## src/hdl/encrypted_envelope_header_checker_macros.svh

```systemverilog
// ----------------------------------------------------------------------------
// Envelope header checker assertion macros
// Shared concurrent assertion shorthands, clocked on clk, disabled in reset.
// ----------------------------------------------------------------------------
`ifndef ENCRYPTED_ENVELOPE_HEADER_CHECKER_MACROS_SVH
`define ENCRYPTED_ENVELOPE_HEADER_CHECKER_MACROS_SVH

// Same-cycle implication
`define EEHC_ASSERT_NOW(label, ante, cons, msg) \
  label: assert property (@(posedge clk) disable iff (rst) (ante) |-> (cons)) \
    else $error(msg);

// Next-cycle implication
`define EEHC_ASSERT_NEXT(label, ante, cons, msg) \
  label: assert property (@(posedge clk) disable iff (rst) (ante) |=> (cons)) \
    else $error(msg);

`endif

```

## src/hdl/eehc_pkg.sv

```systemverilog
// ----------------------------------------------------------------------------
// Envelope header checker package
// Shared types, status codes, register map and the version table.
// ----------------------------------------------------------------------------
package eehc_pkg;

  // compare width wide enough for any byte count and any header length
  localparam int CMP_W = 25;
  localparam int MIN_ENVELOPE = 6;
  localparam int HDR_FIXED = 5;  // length byte + version + 3 iteration bytes

  typedef enum logic [2:0] {
    ST_OK            = 3'd0,
    ST_TINY          = 3'd1,
    ST_BAD_ID_LEN    = 3'd2,
    ST_SHORT_HEADER  = 3'd3,
    ST_UNKNOWN_VER   = 3'd4,
    ST_SHORT_PAYLOAD = 3'd5
  } status_t;

  localparam logic REG_MAX_ID_LEN   = 1'b0;
  localparam logic REG_ITER_SCALE   = 1'b1;

  localparam logic [1:0] CIPHER_ECB = 2'd0;
  localparam logic [1:0] CIPHER_CBC = 2'd1;
  localparam logic [1:0] CIPHER_CTR = 2'd2;
  localparam logic [1:0] CIPHER_GCM = 2'd3;

  localparam logic [1:0] PADDING_NUL   = 2'd0;
  localparam logic [1:0] PADDING_PKCS7 = 2'd1;
  localparam logic [1:0] PADDING_NONE  = 2'd2;

  localparam logic [1:0] TAG_HIDDEN  = 2'd0;
  localparam logic [1:0] TAG_EXPOSED = 2'd1;
  localparam logic [1:0] TAG_GCM     = 2'd2;

  typedef struct packed {
    logic [7:0]  max_id_length;
    logic [15:0] iteration_scale;
  } cfg_t;

  typedef struct packed {
    logic [7:0]  id_len;
    logic [7:0]  version;
    logic [23:0] iters;
  } snap_t;

  typedef struct packed {
    logic       hit;
    logic [1:0] mode;
    logic [4:0] iv;
    logic [1:0] pad;
    logic       comp;
    logic [1:0] auth;
    logic [4:0] abytes;
  } ver_info_t;

  // result item, last field in the lowest bits
  typedef struct packed {
    logic [2:0]  fill;
    logic [4:0]  tag_bytes;
    logic [1:0]  auth_kind;
    logic        compressed;
    logic [1:0]  pad_kind;
    logic [4:0]  iv_bytes;
    logic [1:0]  cipher_mode;
    logic [31:0] iteration_count;
    logic [7:0]  version_code;
    logic [7:0]  id_length;
    status_t     status;
    logic        envelope_ok;
  } result_t;

  function automatic ver_info_t ver_lookup(input logic [7:0] code);
    ver_info_t v;
    v = '0;
    v.hit = 1'b1;
    case (code)
      8'd0:  begin v.mode = CIPHER_ECB; v.iv = 5'd0;  v.pad = PADDING_NUL;
                   v.comp = 1'b0; v.auth = TAG_HIDDEN;  v.abytes = 5'd16; end
      8'd1:  begin v.mode = CIPHER_CBC; v.iv = 5'd16; v.pad = PADDING_NUL;
                   v.comp = 1'b0; v.auth = TAG_HIDDEN;  v.abytes = 5'd16; end
      8'd5:  begin v.mode = CIPHER_ECB; v.iv = 5'd0;  v.pad = PADDING_NUL;
                   v.comp = 1'b0; v.auth = TAG_EXPOSED; v.abytes = 5'd3; end
      8'd6:  begin v.mode = CIPHER_ECB; v.iv = 5'd0;  v.pad = PADDING_PKCS7;
                   v.comp = 1'b0; v.auth = TAG_HIDDEN;  v.abytes = 5'd4; end
      8'd7:  begin v.mode = CIPHER_ECB; v.iv = 5'd0;  v.pad = PADDING_PKCS7;
                   v.comp = 1'b1; v.auth = TAG_HIDDEN;  v.abytes = 5'd4; end
      8'd10: begin v.mode = CIPHER_CBC; v.iv = 5'd16; v.pad = PADDING_NUL;
                   v.comp = 1'b0; v.auth = TAG_EXPOSED; v.abytes = 5'd4; end
      8'd11: begin v.mode = CIPHER_CBC; v.iv = 5'd16; v.pad = PADDING_PKCS7;
                   v.comp = 1'b0; v.auth = TAG_HIDDEN;  v.abytes = 5'd4; end
      8'd12: begin v.mode = CIPHER_CBC; v.iv = 5'd16; v.pad = PADDING_PKCS7;
                   v.comp = 1'b1; v.auth = TAG_HIDDEN;  v.abytes = 5'd4; end
      8'd15: begin v.mode = CIPHER_CTR; v.iv = 5'd12; v.pad = PADDING_NONE;
                   v.comp = 1'b0; v.auth = TAG_HIDDEN;  v.abytes = 5'd4; end
      8'd16: begin v.mode = CIPHER_CTR; v.iv = 5'd12; v.pad = PADDING_NONE;
                   v.comp = 1'b1; v.auth = TAG_HIDDEN;  v.abytes = 5'd4; end
      8'd20: begin v.mode = CIPHER_GCM; v.iv = 5'd12; v.pad = PADDING_NONE;
                   v.comp = 1'b0; v.auth = TAG_GCM;     v.abytes = 5'd4; end
      8'd21: begin v.mode = CIPHER_GCM; v.iv = 5'd12; v.pad = PADDING_NONE;
                   v.comp = 1'b1; v.auth = TAG_GCM;     v.abytes = 5'd4; end
      default: v = '0;
    endcase
    return v;
  endfunction

endpackage

```

## src/hdl/eehc_decode.sv

```systemverilog
// ----------------------------------------------------------------------------
// Envelope header decode
// Checks a snapshot, looks up the version and registers the result.
// ----------------------------------------------------------------------------
`include "encrypted_envelope_header_checker_macros.svh"

module eehc_decode #(
  parameter int CNT_W = 16
) (
  input  logic                 clk,
  input  logic                 rst,
  input  eehc_pkg::cfg_t       cfg,
  input  logic                 snap_valid,
  output logic                 snap_ready,
  input  logic [CNT_W-1:0]     snap_count,
  input  eehc_pkg::snap_t      snap,
  output logic                 out_valid,
  input  logic                 out_ready,
  output eehc_pkg::result_t    result
);
  import eehc_pkg::*;

  logic [CMP_W-1:0] n, header, need;
  logic [39:0]      prod;
  ver_info_t        vi;
  result_t          res_next;

  assign snap_ready = !out_valid || out_ready;

  always_comb begin
    n        = CMP_W'(snap_count);
    header   = CMP_W'(snap.id_len) + CMP_W'(HDR_FIXED);
    prod     = 40'(snap.iters) * 40'(cfg.iteration_scale);
    vi       = ver_lookup(snap.version);
    need     = header + CMP_W'(vi.iv)
             + ((vi.mode == CIPHER_ECB || vi.mode == CIPHER_CBC) ? CMP_W'(16) : CMP_W'(1))
             + ((vi.auth != TAG_HIDDEN) ? CMP_W'(vi.abytes) : '0);
    res_next = '0;
    if (n < CMP_W'(MIN_ENVELOPE)) begin
      res_next.status = ST_TINY;
    end else if (snap.id_len == '0 || snap.id_len > cfg.max_id_length) begin
      res_next.status = ST_BAD_ID_LEN;
    end else if (n < header) begin
      res_next.status = ST_SHORT_HEADER;
    end else begin
      res_next.id_length       = snap.id_len;
      res_next.version_code    = snap.version;
      res_next.iteration_count = (snap.iters <= 24'(cfg.iteration_scale))
                               ? prod[31:0] : 32'(snap.iters);
      if (!vi.hit) begin
        res_next.status = ST_UNKNOWN_VER;
      end else begin
        res_next.cipher_mode = vi.mode;
        res_next.iv_bytes    = vi.iv;
        res_next.pad_kind    = vi.pad;
        res_next.compressed  = vi.comp;
        res_next.auth_kind   = vi.auth;
        res_next.tag_bytes   = vi.abytes;
        if (n < need) begin
          res_next.status = ST_SHORT_PAYLOAD;
        end else begin
          res_next.status      = ST_OK;
          res_next.envelope_ok = 1'b1;
        end
      end
    end
  end

  always_ff @(posedge clk) begin
    if (rst) begin
      out_valid <= 1'b0;
    end else if (snap_valid && snap_ready) begin
      out_valid <= 1'b1;
    end else if (out_ready) begin
      out_valid <= 1'b0;
    end
  end

  always_ff @(posedge clk) begin
    if (snap_valid && snap_ready) begin
      result <= res_next;
    end
  end

  `EEHC_ASSERT_NOW(a_ok_means_ok, out_valid,
    result.envelope_ok == (result.status == ST_OK),
    "envelope_ok disagrees with status")
  `EEHC_ASSERT_NOW(a_early_fail_zero,
    out_valid && (result.status == ST_TINY || result.status == ST_BAD_ID_LEN
                  || result.status == ST_SHORT_HEADER),
    result.id_length == '0 && result.iteration_count == '0 && result.iv_bytes == '0,
    "fields not zero on early failure")
  `EEHC_ASSERT_NOW(a_fill_zero, out_valid, result.fill == '0,
    "fill bits not zero")

endmodule

```

## config.mk

```make
export PLATFORM = sky130hd
export DESIGN_NAME = eehc_decode
export DESIGN_NICKNAME = d
export VERILOG_FILES = /design/src/hdl/eehc_pkg.sv /design/src/hdl/eehc_decode.sv
export VERILOG_INCLUDE_DIRS = /design/src /design/src/hdl
export SDC_FILE = /design/constraint.sdc
export NUM_CORES = 1
export LEC_CHECK = 0
export BUFFER_PORTS_ARGS = -buffer_cell sky130_fd_sc_hd__clkbuf_2
export CORE_ASPECT_RATIO = 2
export CORE_MARGIN = 5
export CORE_UTILIZATION = 58
export CTS_BUF_LIST = sky130_fd_sc_hd__clkbuf_8
export CTS_CLUSTER_SIZE = 10
export DETAILED_ROUTE_END_ITERATION = 10
export HOLD_SLACK_MARGIN = 0.12
export PLACE_DENSITY = 0.77
export SYNTH_ARGS = -nofsm -noshare
export SYNTH_HDL_FRONTEND = slang
export SYNTH_SLANG_ARGS = --single-unit
export TNS_END_PERCENT = 10
```

## constraint.sdc

```tcl
create_clock -name clk -period 8.4 [get_ports clk]
set_clock_uncertainty 0.1 [all_clocks]
set_input_delay 0 -clock clk [delete_from_list [all_inputs] [get_ports clk]]
set_output_delay 0 -clock clk [all_outputs]
set_load 0.05 [all_outputs]
```

==> results of run 1 <==
-- cells in the mapped netlist, types with 6 or more instances --
library cell	count	area [sq um]
xnor2_1	38	333
o21ai_1	6	30.0
nand2b_1	7	43.8
edfxtp_1	62	1860
buf_4	11	82.6
o21bai_1	6	45.0
mux2i_1	11	110
nor2_1	82	308
nor3_1	19	95.1
ha_1	147	1840
clkbuf_1	62	233
fa_1	285	5710
a21o_1	12	90.1
a21oi_1	53	265
inv_1	380	1430
o21ai_0	21	105
nor2b_1	6	37.5
nand4_1	9	56.3
and2_1	126	788
o21a_1	14	105
nand3_1	8	40.0
nand2_1	242	908
or3_1	7	43.8
xor2_1	16	140
nor4_1	6	37.5
-- state kept, by name, summed over array words and instances, names as in the netlist --
signal and count:
result 62, out_valid 1
-- layout make-up --
class	count	area share, %
clock buffer	9	0.746
timing repair buffer	178	6.12
clock inverter	7	0.294
sequential	63	11.3
inverter	380	8.59
tap	344	2.59
antenna	1	0.0151
multi-input combinational	1179	70.3
-- stage by stage --
stage | area (sq um) | hold WS, ps | worst slack (ps) | instances | utilization (%)
2_1_floorplan | 15300 | -30.9 | 2480 | 1702 | -
3_3_place_gp | 16200 | 56.3 | 1850 | 2121 | 61.9
3_5_place_dp | 16200 | 61.7 | 1780 | 2121 | 61.9
4_1_cts | 16600 | 131 | 2120 | 2160 | 63.4
5_1_grt | 16600 | 142 | 1850 | 2161 | 63.4
6_report | 16600 | 154 | 2070 | 2161 | 63.4
-- worst max path at each step --
stage	cells after the start	endpoint
floorplan	22	result[51]
global placement	24	result[42]
detailed placement	24	result[42]
CTS	21	result[42]
global route	24	result[51]
finish	21	result[50]
-- cell families (layout without fill, tap and decap cells) --
group	after synthesis	count (layout)	share of synthesized area [%]
and+or+nand+nor	528	528	16.3
buffers and inverters	460	574	11.6
adders and majority gates	432	432	49.3
AOI/OAI and AO/OA	147	147	6.69
DFF	63	63	12.3
xor gates and xnor gates	54	54	3.09
muxes	11	11	0.719
other	2	8	0.0490
-- critical path, stage by stage --
cell and delay, ps:
dlygate4sd3_1 520, clkbuf_2 210, nand2_1 110, fa_1 530, fa_1 600, fa_1 660, inv_1 90, fa_1 530
inv_1 50, fa_1 500, fa_1 540, inv_1 40, ha_1 380, inv_1 140, o221ai_1 290, o31ai_4 380
o21ai_2 150, a211oi_1 320, o21ai_1 110, xnor2_1 140, nor2_1 50
-- routing by layer --
metal / global-route usage (%) / share of wire [%] / vias up
met5: 0 / 0 / -
met4: 28.0 / 11 / 0
met3: 4.84 / 4.4 / 237
met2: 57.4 / 56 / 504
met1: 25.5 / 29 / 6072
li1: - / - / 5350
==> summary.txt, run 1 <==
STA
  • Slew headroom: 23.6%
  • Minimum period implied by the final worst setup slack: 6330 ps
  • Fmax achieved: 0.158 GHz
  • Setup Total Neg Slack: 0 ps
  • Worst Max-Slew Pin Slew: 1140 ps
  • Max-slew violations: 0
  • Unrepaired setup endpoints after global routing: false
  • Setup-failing EPs final: 0
  • Part of the cycle the worst path needs: 75.4%
  • Final hold vios: 0

Layout
  • Share of cells above drive strength 1: 10.4%
  • Register cell area after layout: 1880 sq um
  • Most frequent cells in the layout: inv_1 (380), fa_1 (285), nand2_1 (242), clkbuf_2 (151), ha_1 (147)
  • Area used by multi-input combinational logic: 11700 sq um
  • Count of nets after finishing: 2327
  • Most common cell after layout, fill and taps aside: inv_1
  • Area overhead of the layout relative to synthesis: 8.43%
  • FILL cells: 2174

Synthesis
  • Gate Count Post-Synth: 1697
  • Async SR Flop Fraction: 0%
  • Post-synth cell types: 58
  • Flip-flop cell with the highest count after synthesis: edfxtp_1
  • Warnings, synthesis: 0
  • Count of flip-flops with a built-in enable after synthesis: 62
  • Cell area after synthesis: 15300 sq um
  • Synthesized area divided by synthesized cell count: 9.02 sq um
  • Post-synthesis sequential area ratio: 12.3%
  • Number of synthesized register bits: 63

Die
  • Total number of placement rows: 84
  • Total die area: 29900 sq um
  • Io pins: 158
  • Area of the core: 26200 sq um
  • Width of the chip: 125 um
  • Initial core utilization: 58.5%
  • Die Ht: 240 um

Clock network
  • Depth of the CTS H-tree: 3
  • Clock tree from TritonCTS: built
  • Clock Sink Count: 63
  • Clock buffer depth: 2
  • Post-CTS Resized: 0
  • Clock tree root driver cell: clkbuf_8
  • Number of buffers added for setup after CTS: 0
  • Number of clock buffers inserted by TritonCTS: 9
  • Worst-path clk slew: 80 ps
  • Number of buffers inserted by hold repair at cts: 23
  • Clock insertion delay at the later pin of the skew report: 380 ps

GRT
  • Overflow left after global routing: 0
  • Wire length of the first global-routing pass: 68.8 mm
  • Maximum number of pins on one net before global-route repair: 63
  • Antenna violations before repair: 1
  • Vias in the first global route: 13880
  • Overall global routing resource usage: 30.0%

Route
  • First-pass detailed-route iteration total: 8
  • First-iteration detailed-routing DRC count: 802
  • ANT nets after route: 0
  • Number of remaining DRC errors: 2
  • Detailed-route via count: 12163
  • DR WL/cell: 19.7 um
  • Routed via count divided by cell count: 5.63
  • Total routed wirelength: 42.6 mm

Worst setup path
  • Crit Reg-Reg Startpoint: out_valid
  • Type of the worst setup path: in2reg
  • Worst Path Arrival: 6360 ps
  • Required time reported for the critical path endpoint: 8430 ps
  • Logic depth of the worst register-to-register path: 3
  • Endpoint class of the critical path: flip-flop
  • FF-to-FF End: result[5]
  • Register-to-register setup slack: 6690 ps
  • Startpoint Class: primary input
  • Largest fanout on the critical path: 7
  • Critical path startpoint: snap[0]

Min path
  • Beginning of the worst hold path: snap_count[15]
  • Min-delay worst type: in2reg
  • Cell depth of the worst min-delay path: 5
  • Hold Path End: result[0]

Placed design
  • Quantity of I/O buffers inserted on ports: 151
  • Detailed-placement wirelength estimate: 35.0 mm
  • Routability congestion estimate: 0.946

Run status
  • Run status: finished, violations left
  • Failing checks: design-rule violations

Run
  • Count of maximum capacitance violations: 0
Power of run 1 is not shown: default switching activity piles up to over one toggle a cycle in this logic, so the estimate is an artifact.
==> run 2, diff against run 1 <==
- ABC_AREA: unset -> 1
- PLACE_DENSITY: 0.77 -> 0.76
- clock period: 8.4 -> 5.89 ns (I/O delays scaled with it)
==> summary.txt, run 2 <==
Worst setup path
  • Combined buffer and inverter count along the critical path: 6 (unchanged)
  • Type of the worst setup path: in2reg
  • Startpoint Class: primary input
  • Endpoint class of the critical path: flip-flop
  • Most common cell on crit path: nand2_1
  • Slowest stage cell on the critical path: fa_1
  • Largest fanout on the critical path: 18 (+11)
  • CP peak stage delay: 550 ps (-110 ps)
  • Cell family with most CP delay: adder cells
  • Critical path cell sequence: buf_2 > nand2_1 > fa_1 > inv_1 > fa_1 > fa_1 > inv_1 > fa_1 > inv_1 > fa_1 > fa_1 > ha_1 > nand2_1 > buf_4 > nor2_1 > inv_1 > nor3_2 > nand2_1 > nand2_1 > nand2_1 > nand2_1 > nand2_1 > a21oi_1 > nor2_1
  • Worst Path Arrival: 5660 ps (-700 ps)
  • Register-to-register setup slack: 4220 ps (-2470 ps)
  • Required time reported for the critical path endpoint: 5910 ps (-2520 ps)
  • Critical path depth: 24 (+14%)
  • Logic depth of the worst register-to-register path: 2 (-1)

Synthesis
  • Cell area after synthesis: 16200 sq um (+5.8%)
  • Count of flip-flops with a built-in enable after synthesis: 62 (unchanged)
  • Flip-flop cell with the highest count after synthesis: edfxtp_1
  • Async SR Flop Fraction: 0% (unchanged)
  • Most common cell in the netlist: inv_1
  • Gate Count Post-Synth: 2107 (+24%)
  • Top cells by area, synth: fa_1 (35%), inv_1 (14%), nand2_1 (13%)
  • Post-synth cell types: 42 (-28%)
  • Synthesized area divided by synthesized cell count: 7.69 sq um (-15%)
  • Fraction of synthesized cell area taken by the top area cell type: 35.2% (-2.0 points)
  • Commonest cells in the netlist: inv_1 (586), nand2_1 (551), fa_1 (285)
  • Warnings, synthesis: 0 (unchanged)
  • Post-synthesis sequential area ratio: 11.6% (-0.67 points)
  • Number of synthesized register bits: 63 (unchanged)
  • Library cell occupying the most area in the post-synthesis netlist: fa_1

Route
  • Detailed-route via count: 14434 (+19%)
  • DR WL/cell: 18.5 um (-6.1%)
  • Routed via count divided by cell count: 5.40 (-4.1%)
  • Number of remaining DRC errors: 0 (-2)
  • ANT nets after route: 0 (unchanged)
  • Total routed wirelength: 49.5 mm (+16%)
  • First-iteration detailed-routing DRC count: 675 (-16%)
  • First-pass detailed-route iteration total: 8 (unchanged)

Layout
  • Share of cells above drive strength 1: 13.1% (+2.7 points)
  • Most common cell after layout, fill and taps aside: inv_1
  • Non-filler cells, final: 2674 (+24%)
  • Most frequent cells in the layout: inv_1 (586), nand2_1 (551), fa_1 (285), ha_1 (147), clkbuf_2 (145)
  • Area overhead of the layout relative to synthesis: 13.2%
  • Number of flip-flops in the largest register: 62 (unchanged)
  • Registers with the most flip-flops: result: 62 flops, out_valid: 1 flops
  • Count of nets after finishing: 2833 (+22%)
  • Post-layout util: 66.5% (+3.1 points)
  • Antenna diode count: 0 (-1)
  • Most flops, register: result

Clock network
  • Clock tree from TritonCTS: built
  • Clock tree root driver cell: clkbuf_8
  • Clock insertion delay at the later pin of the skew report: 370 ps (about the same)
  • Number of clock buffers inserted by TritonCTS: 9 (unchanged)
  • Depth of the CTS H-tree: 3 (unchanged)
  • Worst-path clk slew: 70 ps (about the same)
  • Clock Sink Count: 63 (unchanged)
  • Clock buffer depth: 2 (unchanged)

STA
  • Unrepaired setup endpoints after global routing: false
  • Part of the cycle the worst path needs: 95.8%
  • Slew headroom: 33.4% (+9.7 points)
  • Setup-failing EPs final: 0 (unchanged)
  • Minimum period implied by the final worst setup slack: 5640 ps
  • Fmax achieved: 0.177 GHz
  • Worst Max-Slew Pin Slew: 996 ps (-147 ps)
  • Max-slew violations: 0 (unchanged)
  • Final hold vios: 0 (unchanged)

Die
  • Area of the core: 27500 sq um (+5.3%)
  • Io pins: 158 (unchanged)
  • Total die area: 31600 sq um (+5.4%)
  • Die Ht: 246 um (+2.7%)
  • Total number of placement rows: 86 (+2.4%)
  • Width of the chip: 128 um (+2.6%)
  • Initial core utilization: 58.8% (+0.29 points)

GRT
  • Wire length of the first global-routing pass: 78.2 mm (+14%)
  • Overflow left after global routing: 0 (unchanged)
  • Vias in the first global route: 15663 (+13%)
  • Maximum number of pins on one net before global-route repair: 63 (unchanged)
  • Antenna violations before repair: 0 (-1)
  • Overall global routing resource usage: 32.4% (+2.4 points)

Min path
  • Min-delay worst type: in2reg
  • Cell depth of the worst min-delay path: 3 (-2)

Placed design
  • Quantity of I/O buffers inserted on ports: 151 (unchanged)
  • Routability congestion estimate: 0.990 (+4.7%)
  • Detailed-placement wirelength estimate: 42.0 mm (+20%)
  • Placed Cells: 2631 (+24%)

Run status
  • Run status: finished, final reports clean

Run
  • Count of maximum capacitance violations: 0 (unchanged)
run 2: cell count changes in the layout (fill, tap and decap cells not counted), sizes merged, moves of 9 or more:
| cell | change |
|---|---|
| nand2 | +320 |
| inv | +210 |
| and2 | -126 |
| buf | +101 |
| nand3 | +50 |
| nor2 | +31 |
| xnor2 | -27 |
| a21oi | +24 |
| mux2i | -11 |
| a21o | -9 |
run 2: worst register-to-register path: cells and delay by family (launching register included):
kind,cells,cell delay (ps)
buffers and inverters,1,640
flip-flops,1,350
AO/OA/AOI/OAI,1,150
run 2: stage by stage:
step                      instance area [sq um]  worst slack [ps]  TNS, ps  hold WS, ps
after floorplan                           16200               483        0        -30.9
after global placement                    17800              -290     -392         55.1
after detailed placement                  17800              -384     -586         73.1
after CTS                                 18300              22.2        0          122
after global routing                      18300              4.43        0          177
final                                     18300               247        0          166
run 2: cell families (layout without fill, tap and decap cells):
| family | after synthesis | count (layout) | share of synthesized area (%) |
|---|---|---|---|
| AND/OR/NAND/NOR | 777 | 777 | 19.5 |
| XOR/XNOR | 26 | 26 | 1.41 |
| adder cells (fa/ha/maj) | 432 | 432 | 46.6 |
| other | 2 | 7 | 0.0464 |
| flip-flops | 63 | 63 | 11.6 |
| buffers and inverters | 675 | 885 | 16.3 |
| AO/OA/AOI/OAI | 132 | 132 | 4.55 |
run 2: per-layer routing:
metal	vias to the layer above	part of all wire, %	global-route usage [%]
met1	6959	31	30.7
met2	690	55	61.8
met5	-	0	0
met4	0	9.1	24.4
li1	6533	-	-
met3	252	5.3	3.34
run 2: cell type report:
| cell class | instances | area, sq um |
|---|---|---|
| repair buffers | 279 | 1850 |
| clock inverters | 7 | 95.1 |
| well taps | 352 | 440 |
| clock buffers | 9 | 124 |
| multi-input cells | 1374 | 11700 |
| fillers | 2422 | 9220 |
| flip-flops and latches | 63 | 1880 |
| inverters | 590 | 2220 |
run 2: worst paths after layout:
check             startpoint    endpoint
hold reg to reg    out_valid  result[49]
setup / recovery    snap[10]  result[41]
hold / removal      snap[19]  result[39]
setup reg to reg   out_valid  result[24]
run 2: what timing repair did:
| item | in CTS | in global routing |
|---|---|---|
| endpoints found under the setup margin | 0 | 3 |
| buffers inserted | 0 | 0 |
| hold buffers | 27 | 0 |
| resized for setup | 0 | 11 |
| hold endpoints to repair | 25 | 0 |
Power of run 2 is left out for the same reason.
==> run 3, diff against run 2 <==
- clock period: 5.89 -> 5.5 ns (I/O delays scaled with it)
==> summary.txt, run 3 (synthesis results as in run 2) <==
Layout
  • Share of cells above drive strength 1: 16.6% (+3.5 points)
  • Registers with the most flip-flops: result: 62 flops, out_valid: 1 flops
  • Area used by multi-input combinational logic: 11800 sq um (+0.68%)
  • Register cell area after layout: 1880 sq um (unchanged)
  • Most frequent cells in the layout: inv_1 (587), nand2_1 (549), fa_1 (284), buf_4 (170), ha_1 (143)
  • Count of nets after finishing: 2912 (+2.8%)
  • FILL cells: 2300 (-5.0%)
  • Most common cell after layout, fill and taps aside: inv_1
  • Non-filler cells, final: 2753 (+3.0%)
  • Number of flip-flops in the largest register: 62 (unchanged)
  • Most flops, register: result
  • Area overhead of the layout relative to synthesis: 17.8%
  • Antenna diode count: 0 (unchanged)
  • Post-layout util: 69.3% (+2.7 points)

Die
  • Total number of placement rows: 86 (unchanged)
  • Io pins: 158 (unchanged)
  • Total die area: 31600 sq um (unchanged)
  • Area of the core: 27500 sq um (unchanged)
  • Die Ht: 246 um (unchanged)
  • Initial core utilization: 58.8% (unchanged)
  • Width of the chip: 128 um (unchanged)

Clock network
  • Depth of the CTS H-tree: 3 (unchanged)
  • Clock buffer depth: 2 (unchanged)
  • Clock tree from TritonCTS: built
  • Number of clock buffers inserted by TritonCTS: 9 (unchanged)
  • Clock insertion delay at the later pin of the skew report: 370 ps (about the same)
  • Clock Sink Count: 63 (unchanged)
  • Worst-path clk slew: 70 ps (about the same)
  • Clock tree root driver cell: clkbuf_8

STA
  • Setup-failing EPs final: 0 (unchanged)
  • Setup Total Neg Slack: 0 ps (unchanged)
  • Final hold vios: 0 (unchanged)
  • Part of the cycle the worst path needs: 97.0%
  • Slew headroom: 45.2% (+12 points)
  • Unrepaired setup endpoints after global routing: true
  • Max-slew violations: 0 (unchanged)
  • Fmax achieved: 0.187 GHz
  • Minimum period implied by the final worst setup slack: 5340 ps
  • Final worst setup slack: 163 ps (-84.1 ps)
  • Worst Max-Slew Pin Slew: 822 ps (-175 ps)

GRT
  • Maximum number of pins on one net before global-route repair: 63 (unchanged)
  • Overflow left after global routing: 0 (unchanged)
  • Antenna violations before repair: 2 (+2)
  • Overall global routing resource usage: 32.6% (+0.24 points)
  • Wire length of the first global-routing pass: 79.0 mm (+1.1%)
  • Vias in the first global route: 16432 (+4.9%)

Min path
  • Cell depth of the worst min-delay path: 3 (unchanged)
  • Min-delay worst type: in2reg
  • Hold Path End: result[36]
  • Beginning of the worst hold path: snap[16]

Route
  • Total routed wirelength: 49.4 mm (about the same)
  • Detailed-route via count: 14649 (+1.5%)
  • ANT nets after route: 0 (unchanged)
  • First-pass detailed-route iteration total: 5 (-3)
  • First-iteration detailed-routing DRC count: 597 (-12%)
  • Routed via count divided by cell count: 5.32 (-1.4%)
  • DR WL/cell: 18.0 um (-3.0%)
  • Number of remaining DRC errors: 0 (unchanged)

Placed design
  • Detailed-placement wirelength estimate: 42.6 mm (+1.5%)
  • Placed Cells: 2710 (+3.0%)
  • Pre-CTS setup slack: -756 ps (-372 ps)
  • Routability congestion estimate: 0.988 (-0.22%)
  • Quantity of I/O buffers inserted on ports: 151 (unchanged)

Worst setup path
  • Required time reported for the critical path endpoint: 5520 ps (-390 ps)
  • Register-to-register setup slack: 3840 ps (-380 ps)
  • Largest fanout on the critical path: 14 (-4)
  • Crit Reg-Reg Startpoint: out_valid
  • Worst Path Arrival: 5350 ps (-310 ps)
  • Startpoint Class: primary input
  • Type of the worst setup path: in2reg
  • FF-to-FF End: result[25]
  • Logic depth of the worst register-to-register path: 2 (unchanged)
  • Endpoint class of the critical path: flip-flop

Run
  • Count of maximum capacitance violations: 0 (unchanged)

Run status
  • Run status: finished, final reports clean
run 3: cell count changes in the layout (fill, tap and decap cells not counted), moves of 4 or more:
cell | previous run | this run
buf_4 | 96 | 170
clkbuf_2 | 145 | 134
buf_12 | 5 | 11
clkbuf_4 | 2 | 8
buf_2 | 4 | 8
ha_1 | 147 | 143
nor2_1 | 110 | 106
run 3: cell type report:
type	count	area share, %
clock buffers	11	0.793
clock inverters	5	0.262
inverters	590	11.6
multi-input cells	1374	61.8
flip-flops and latches	63	9.86
well taps	352	2.31
repair buffers	358	13.3
run 3: per-layer routing:
| metal | track usage (%) | vias up | routed length [um] |
|---|---|---|---|
| met5 | 0 | - | 11 |
| met4 | 25.5 | 2 | 4580 |
| met3 | 4.25 | 248 | 2630 |
| met2 | 63.3 | 615 | 27400 |
| met1 | 29.0 | 7084 | 14800 |
| li1 | - | 6700 | - |
run 3: worst max-delay path by stage:
stage                        start  slack, ps  cells past startpoint          to
final                       cfg[2]        160                     23  result[41]
after global routing       cfg[15]        -40                     24  result[43]
after CTS                  cfg[11]         20                     25  result[43]
after detailed placement  snap[10]       -760                     22  result[43]
after global placement     cfg[11]       -700                     24  result[43]
after floorplan            cfg[14]         90                     24  result[41]
run 3: repair_timing:
| action | 4_1_cts | 5_1_grt |
|---|---|---|
| endpoints found under the hold margin | 25 | 0 |
| hold buffers | 25 | 0 |
| buffers inserted | 1 | 1 |
| resized for setup | 3 | 46 |
| pin swaps | 1 | 5 |
| setup endpoints to repair | 1 | 17 |
run 3: worst max-delay path, stage by stage:
cell,delay (ps)
clkbuf_2,360
nand2_1,140
fa_1,540
inv_1,60
fa_1,480
fa_1,540
fa_1,450
fa_1,560
inv_1,70
fa_1,530
inv_1,50
ha_1,350
nand2_1,120
nor2_2,180
inv_2,110
nor3_4,240
nand2_1,90
nand2_1,100
nand2_1,80
nand2_1,70
nand2_1,50
a21oi_1,120
nor2_1,50
run 3: stage by stage:
step | hold slack (ps) | area (sq um)
2_1_floorplan | -30.9 | 16200
3_3_place_gp | 57.3 | 18500
3_5_place_dp | 59.2 | 18500
4_1_cts | 138 | 19000
5_1_grt | 183 | 19100
6_report | 185 | 19100
Power of run 3 is left out for the same reason.
